## config.mk

```make
export PLATFORM = sky130hd
export DESIGN_NAME = lpht_front
export DESIGN_NICKNAME = d
export VERILOG_FILES = /design/src/design/lpht_pkg.sv /design/src/design/lpht_front.sv
export SDC_FILE = /design/constraint.sdc
export NUM_CORES = 1
export LEC_CHECK = 0
export ABC_AREA = 1
export BUFFER_PORTS_ARGS = -buffer_cell sky130_fd_sc_hd__buf_2
export CORE_UTILIZATION = 40
export DETAILED_ROUTE_END_ITERATION = 6
export GPL_TIMING_DRIVEN = 0
export PLACE_DENSITY = 0.61
export SYNTH_ARGS = -nofsm -noshare
export SYNTH_HDL_FRONTEND = slang
export SYNTH_SLANG_ARGS = --single-unit
```

## constraint.sdc

```tcl
create_clock -name clk -period 7.1 [get_ports clk]
set_input_delay 0.355 -clock clk [delete_from_list [all_inputs] [get_ports clk]]
set_output_delay 0.355 -clock clk [all_outputs]
set_load 0.03 [all_outputs]
```

## src/design/lpht_pkg.sv

```systemverilog
// Package for the linear probing hash table.
// Holds widths, slot, action and status codes, and shared types; no dependencies.
package lpht_pkg;
  localparam int MAX_SLOTS_LOG2 = 10;
  localparam int KEY_BITS = 32;
  localparam int VALUE_BITS = 32;
  localparam int HASH_BITS = 32;
  localparam int DEPTH = 1 << MAX_SLOTS_LOG2;
  localparam int CNT_BITS = MAX_SLOTS_LOG2 + 1;
  localparam int IDX_BITS = MAX_SLOTS_LOG2;
  localparam int QUEUE_LOG2 = 1;
  localparam int QUEUE_DEPTH = 1 << QUEUE_LOG2;

  typedef logic [1:0] action_t;
  localparam action_t ACT_LOOKUP = 2'd0;
  localparam action_t ACT_INSERT = 2'd1;
  localparam action_t ACT_DELETE = 2'd2;
  localparam action_t ACT_CLEAR = 2'd3;

  typedef logic [1:0] slot_st_t;
  localparam slot_st_t ST_EMPTY = 2'd0;
  localparam slot_st_t ST_LIVE = 2'd1;
  localparam slot_st_t ST_TOMB = 2'd2;

  typedef logic [1:0] status_t;
  localparam status_t STAT_OK = 2'd0;
  localparam status_t STAT_NOT_FOUND = 2'd1;
  localparam status_t STAT_FULL = 2'd2;

  typedef struct packed {
    action_t action;
    logic [KEY_BITS-1:0] key;
    logic [HASH_BITS-1:0] key_hash;
    logic [VALUE_BITS-1:0] value;
  } req_t;

  typedef enum logic [2:0] {
    S_IDLE, S_CLEAR, S_READ, S_CHECK, S_WRITE, S_DONE
  } bstate_t;
endpackage

```

## src/design/lpht_front.sv

```systemverilog
// Front part: accepts requests and queues them for the probe engine.
// Depends on lpht_pkg.
module lpht_front import lpht_pkg::*; (
  input  logic clk,
  input  logic rst_n,
  input  logic in_valid,
  output logic in_ready,
  input  req_t in_req,
  output logic q_valid,
  input  logic q_ready,
  output req_t q_req
);
  req_t mem_r [QUEUE_DEPTH];
  logic [QUEUE_LOG2-1:0] wp_r, rp_r;
  logic [QUEUE_LOG2:0] cnt_r, cnt_nxt;
  logic push, pop;

  assign in_ready = (cnt_r != QUEUE_DEPTH[QUEUE_LOG2:0]);
  assign q_valid = (cnt_r != '0);
  assign q_req = mem_r[rp_r];
  assign push = in_valid && in_ready;
  assign pop = q_valid && q_ready;

  always_comb begin
    cnt_nxt = cnt_r;
    if (push && !pop) cnt_nxt = cnt_r + 1'b1;
    else if (pop && !push) cnt_nxt = cnt_r - 1'b1;
  end

  always_ff @(posedge clk) begin
    if (!rst_n) begin
      wp_r <= '0;
      rp_r <= '0;
      cnt_r <= '0;
    end else begin
      cnt_r <= cnt_nxt;
      if (push) wp_r <= wp_r + 1'b1;
      if (pop) rp_r <= rp_r + 1'b1;
    end
  end

  always_ff @(posedge clk) begin
    if (push) mem_r[wp_r] <= in_req;
  end
endmodule

```

==> flow_metrics.py, run 1 <==
metrics = {
    "placed_design": {
        "dp_slack_ns": 5.02,
        "io_buffers": 201,
        "place_area_um2": 8830,
        "post-dp-hpwl_um": 9350,
        "dpl.cell_count": 778,
        "gp_congestion": 0.704,
    },
    "detailed_routing": {
        "wl_met3_um": 1120,
        "drt-initial-drc-count": 121,
        "wl_per_cell_um": 16.3,
        "drtPass1Iterations": 4,
        "wirelength_um": 13300,
        "top_layer": "met4",
        "antenna_left": 0,
        "met1_length_um": 5310,
        "drcViolationCount": 0,
        "num_vias": 3807,
        "met2_length_um": 6590,
        "drt-vias-per-instance": 4.67,
    },
    "yosys": {
        "ys.warnings.count": 0,
        "ys_seq_elements": 201,
        "syn_area_um2": 7380,
        "yosysUniqueCellTypes": 15,
        "ys_seq_area_share_pct": 81.1,
        "synthCells": 342,
        "synth_nets": 445,
        "syn_avg_cell_area_um2": 21.6,
    },
    "setup_path": {
        "crit_type": "flip-flop to output pin",
        "max_stage_delay_ns": 0.38,
        "critPathBufInv": 3,
        "crit_top_cell": "buf_2",
        "end_kind": "output pin",
        "cp_slowest_cell": "mux2_2",
        "cp_max_fo": 10,
        "critical_path_required_ns": 6.74,
        "critPathTopFamily": "buffers and inverters",
        "crit_arrival_ns": 1.81,
        "cp-start-kind": "flip-flop",
        "crit_chain": "buf_6, buf_2, mux2_2, buf_2",
    },
    "cts": {
        "insertion_delay_ns": 0.48,
        "ctsResizeCount": 0,
        "cts_made_buffers": 21,
        "cts-hold-fix-buffers": 0,
        "cts-root-buf": "clkbuf_16",
        "tritoncts": "yes",
        "cts_setup_buffers": 0,
        "h-tree-depth": 1,
        "clk_path_buf_depth": 3,
        "cts.sinks": 201,
        "clk_pin_slew_worst_paths_ns": 0.06,
    },
    "layout": {
        "antenna_cells": 0,
        "final_layout_size_suffix_gt1_share_pct": 59.0,
        "syn_to_final_growth_pct": 27.7,
        "layout.cells.non_filler": 815,
        "fin_nets": 675,
        "final_design_area_no_fill_um2": 9430,
    },
    "sta": {
        "drv_slew": 0,
        "max_freq_mhz": 461,
        "fin_setup_tns_ns": 0,
        "rsz0062_at_grt": "no",
        "worst_pin_slew_ns": 0.631,
        "clock_skew_ns": 0.00721,
        "hold_viol_final": 0,
        "finalCritPeriodShare_pct": 30.6,
        "setup_viol": 0,
        "fin_ws_ns": 4.93,
        "slew_headroom_pct": 57.8,
        "period_needed_ns": 2.17,
    },
    "global_route": {
        "first_global_vias": 4051,
        "grt_pass1_wl_um": 19800,
        "antenna_found_initial": 1,
        "overflow": 0,
        "grt_usage_pct": 13.6,
        "grt_start_max_net_pins": 33,
    },
    "floorplanning": {
        "io_pins": 202,
        "rows": 49,
        "die_y_um": 138,
        "die_area_um2": 19000,
        "initial_utilization_pct": 41.0,
        "core-area_um2": 18000,
        "die_x_um": 138,
    },
    "power": {
        "ir_drop_uv": 254,
        "clkPwrFrac_pct": 27.2,
        "p_sw_uw": 1110,
        "p_sw_share_pct": 31.5,
        "p_leak_uw": 0.00359,
        "powerDensity_nw_per_um2": 374,
        "internal-power_uw": 2410,
        "finalPower_uw": 3530,
        "pwr-share-seq_pct": 43.5,
        "comb_power_share_pct": 29.3,
    },
    "worst_hold_path": {
        "hp-class": "input pin to flip-flop",
    },
    "status": {
        "status": "finished clean",
    },
    "run": {
        "cap_violations": 0,
    },
}
==> per-layer routing <==
metal  GRT usage (%)  vias up
li1                -     1789
met1            15.9     1846
met2            23.9      146
met3            4.31       26
met4            3.80        0
met5               0        -
==> metrics by stage <==
step	utilization (%)	hold WS (ns)
after global routing	52.3	0.0361
after detailed placement	49.0	0.519
after CTS	52.3	0.0330
after global placement	48.1	0.481
after floorplan	-	0.454
final	52.3	0.0538
==> placed cells by master, fill, tap and decap left out, drive strengths merged <==
cell type / netlist / layout
clkinv: 0 / 9
a21oi: 1 / 1
o21a: 1 / 1
dfxtp: 5 / 5
edfxtp: 196 / 196
nor2: 8 / 8
mux2: 98 / 98
nand2: 9 / 9
o21ai: 2 / 2
clkinvlp: 0 / 1
clkbuf: 0 / 26
buf: 11 / 218
ha: 1 / 1
nand4: 1 / 1
inv: 8 / 9
nand3: 1 / 1
==> final cells by class <==
cell class	count	area [µm²]
timing repair buffer	207	1140
multi-input combinational	122	1300
tap	229	287
fill	1495	8600
sequential	201	5990
clock inverter	11	56.3
buffer	11	80.1
inverter	8	30.0
clock buffer	26	544
==> synthesized netlist by cell type <==
cell / n / area (µm²)
o21a_1: 1 / 7.51
inv_1: 8 / 30.0
o21ai_0: 2 / 10.0
ha_1: 1 / 12.5
edfxtp_1: 196 / 5890
nor2_1: 8 / 30.0
buf_2: 7 / 35.0
nand3_1: 1 / 5.00
nand4_1: 1 / 6.26
nand2_1: 9 / 33.8
a21oi_1: 1 / 5.00
mux2_4: 20 / 300
buf_6: 4 / 45.0
dfxtp_1: 5 / 100
mux2_2: 78 / 878
==> flip-flops by register name, summed over array words and instances, names as in the netlist, named ones only <==
name   flops
cnt_r      2
mem_r    196
wp_r       1
rp_r       1
==> logic make-up after synthesis <==
logic type	after synthesis	share of synthesized area, %
flip-flops	201	81.1
AND/OR/NAND/NOR	19	1.02
AO/OA/AOI/OAI	4	0.305
adder cells (fa/ha/maj)	1	0.169
multiplexers	98	16.0
buffers and inverters	19	1.49
==> worst paths after layout <==
path                            cells past startpoint  slack, ns       start      endpoint
worst min-delay path                                1       0.05  in_req[48]  mem_r[0][48]
worst max-delay path                                4       4.93   flip-flop     q_req[12]
worst min register to register                      2       0.54        rp_r          rp_r
worst max register to register                      6       5.04    cnt_r[0]  mem_r[0][49]
==> power by group through the flow <==
stage               Clock [µW]  Sequential, µW  Combinational (µW)
floorplan                    0            1580                 735
global placement             0            1600                 995
detailed placement           0            1560                1050
CTS                        987            1540                1050
global route              1020            1550                1110
finish                     959            1530                1030
Note: power is estimated with default switching activity, not from simulation.
==> run 2, diff against run 1 <==
Settings changed: PLACE_DENSITY 0.61 to 0.63.
Clock period 7.1 ns to 1.8 ns, I/O delays scaled along.
==> run 2 against run 1 <==
  * Setup slack worse by 4.9 ns
  * First-iteration DRC count is 24% lower
  * Clock-buffer cell count is 2 lower
  * Register-to-register slack worse by 4.8 ns
  * Utilization is 8.0 points higher
  * Cell count is 13% higher
  * Clock skew is 0.0036 ns higher
  * Flip-flop and latch count stayed put
  * Critical path type unchanged
  * Largest power group unchanged
  * Highest routed layer unchanged
==> flow_metrics.py, run 2 (synthesis gave the netlist of run 1 again) <==
metrics = {
    "detailed_routing": {
        "met2_length_um": 7740,
        "wl_per_cell_um": 16.3,
        "antenna_left": 0,
        "drcViolationCount": 0,
        "drt-vias-per-instance": 4.58,
        "num_vias": 4217,
        "wl_met3_um": 1040,
        "drt-initial-drc-count": 92,
        "top_layer": "met4",
        "met1_length_um": 5990,
        "wirelength_um": 15000,
        "drtPass1Iterations": 4,
    },
    "cts": {
        "h-tree-depth": 1,
        "clk_pin_slew_worst_paths_ns": 0.06,
        "cts-root-buf": "clkbuf_16",
        "cts.sinks": 201,
        "tritoncts": "yes",
        "cts_made_buffers": 21,
        "clk_path_buf_depth": 3,
        "insertion_delay_ns": 0.48,
    },
    "sta": {
        "fin_hold_ws_ns": 0.0351,
        "setup_viol": 0,
        "finalCritPeriodShare_pct": 99.5,
        "drv_slew": 0,
        "period_needed_ns": 1.79,
        "clock_skew_ns": 0.0108,
        "max_freq_mhz": 558,
        "hold_viol_final": 0,
        "slew_headroom_pct": 54.3,
        "worst_pin_slew_ns": 0.684,
        "rsz0062_at_grt": "yes",
    },
    "power": {
        "powerDensity_nw_per_um2": 1420,
        "p_leak_uw": 0.00420,
        "finalPower_uw": 15400,
        "ir_drop_uv": 1060,
    },
    "floorplanning": {
        "rows": 49,
        "io_pins": 202,
        "die_y_um": 138,
        "die_area_um2": 19000,
        "initial_utilization_pct": 41.0,
        "die_x_um": 138,
        "core-area_um2": 18000,
    },
    "setup_path": {
        "cp-start-kind": "flip-flop",
        "crit_arrival_ns": 1.70,
        "r2r_cells": 4,
        "cp.depth": 5,
        "critPathTopFamily": "buffers and inverters",
        "crit_chain": "buf_12, buf_12, buf_12, mux2_4, buf_6",
        "worstSetupEndpoint": "q_req[74]",
        "r2r_start": "cnt_r[0]",
        "critPathBufInv": 4,
        "crit_type": "flip-flop to output pin",
        "end_kind": "output pin",
        "max_stage_delay_ns": 0.34,
        "critical_path_required_ns": 1.71,
        "r2r_slack_ns": 0.28,
        "crit_top_cell": "buf_12",
        "cp_max_fo": 10,
        "rr_endpoint": "mem_r[1][87]",
        "cp_slowest_cell": "dfxtp_2",
    },
    "layout": {
        "fin_nets": 782,
        "largest_register": "mem_r",
        "syn_to_final_growth_pct": 47.3,
        "final_design_area_no_fill_um2": 10900,
        "largest_reg_flops": 196,
        "top_regs": "mem_r x196, cnt_r x2",
        "final_core_util_pct": 60.3,
        "final_layout_size_suffix_gt1_share_pct": 52.0,
        "layout.cells.non_filler": 921,
        "final_common_cell": "edfxtp_1",
        "layout_common_cells": "196 x edfxtp_1, 177 x buf_2, 100 x dlygate4sd3_1",
        "antenna_cells": 0,
    },
    "placed_design": {
        "place_area_um2": 8840,
        "dpl.cell_count": 778,
        "post-dp-hpwl_um": 9340,
        "gp_congestion": 0.728,
        "io_buffers": 201,
    },
    "worst_hold_path": {
        "hp-class": "input pin to flip-flop",
    },
    "global_route": {
        "overflow": 0,
        "grt_start_max_net_pins": 33,
        "antenna_found_initial": 0,
        "grt_usage_pct": 15.4,
        "grt_pass1_wl_um": 22500,
        "first_global_vias": 4546,
    },
    "status": {
        "status": "finished clean",
    },
    "run": {
        "cap_violations": 0,
    },
}
run 2: cell count changes in the layout (fill, tap and decap cells not counted), sizes merged, moves of 2 or more:
cell         delta
clkinv          -3
buf             +6
dlygate4sd3   +100
clkbuf          -2
bufinv          +6
run 2: timing repair:
action,4_1_cts,5_1_grt
hold buffers,100,0
endpoints found under the setup margin,188,94
hold endpoints to repair,201,0
setup buffers,6,0
cloned,1,0
resized for setup,68,3
pin swaps,2,0
run 2: area by class of cell:
cell class,instances,area [µm²]
Buffer,11,144
Clock buffer,24,537
Clock inverter,12,206
Fill cell,1357,7150
Inverter,8,30.0
Multi-Input combinational cell,123,1340
Sequential cell,201,5990
Tap cell,229,287
Timing Repair Buffer,313,2340
run 2: worst min path at each step:
| stage | from | end | slack (ns) | cells after the start |
|---|---|---|---|---|
| after floorplan | in_req[0] | mem_r[0][0] | 0.19 | 0 |
| after global placement | in_req[42] | mem_r[1][42] | 0.28 | 1 |
| after detailed placement | in_req[5] | mem_r[1][5] | 0.28 | 1 |
| after CTS | q_ready | flip-flop | 0.01 | 4 |
| after global routing | q_ready | flip-flop | 0.03 | 4 |
| final | q_ready | flip-flop | 0.04 | 4 |
run 2: report_power, final:
group          switching (µW)  leakage (µW)  internal (µW)
combinational            2730       0.00196           1950
clock                    1670      0.000364           2990
sequential                170       0.00187           5910
run 2: routing by layer:
metal,global-route usage [%],vias up
li1,-,2012
met1,17.8,2043
met2,27.9,145
met3,4.28,17
met4,4.23,0
met5,0,-
run 2: worst reg2reg max path: stages, from the launching register on:
cell and delay, ns:
dfxtp_2 0.35, inv_2 0.07, nand2_4 0.08, nand2_4 0.09, nor2_2 0.56
run 2: per-stage QoR:
step	TNS [ns]	setup WS, ns
after global placement	-269.20	-1.39
after CTS	-1.65	-0.0389
after detailed placement	-10.07	-0.279
after floorplan	-130.51	-0.676
after global routing	-3.19	-0.0641
final	0	0.00840
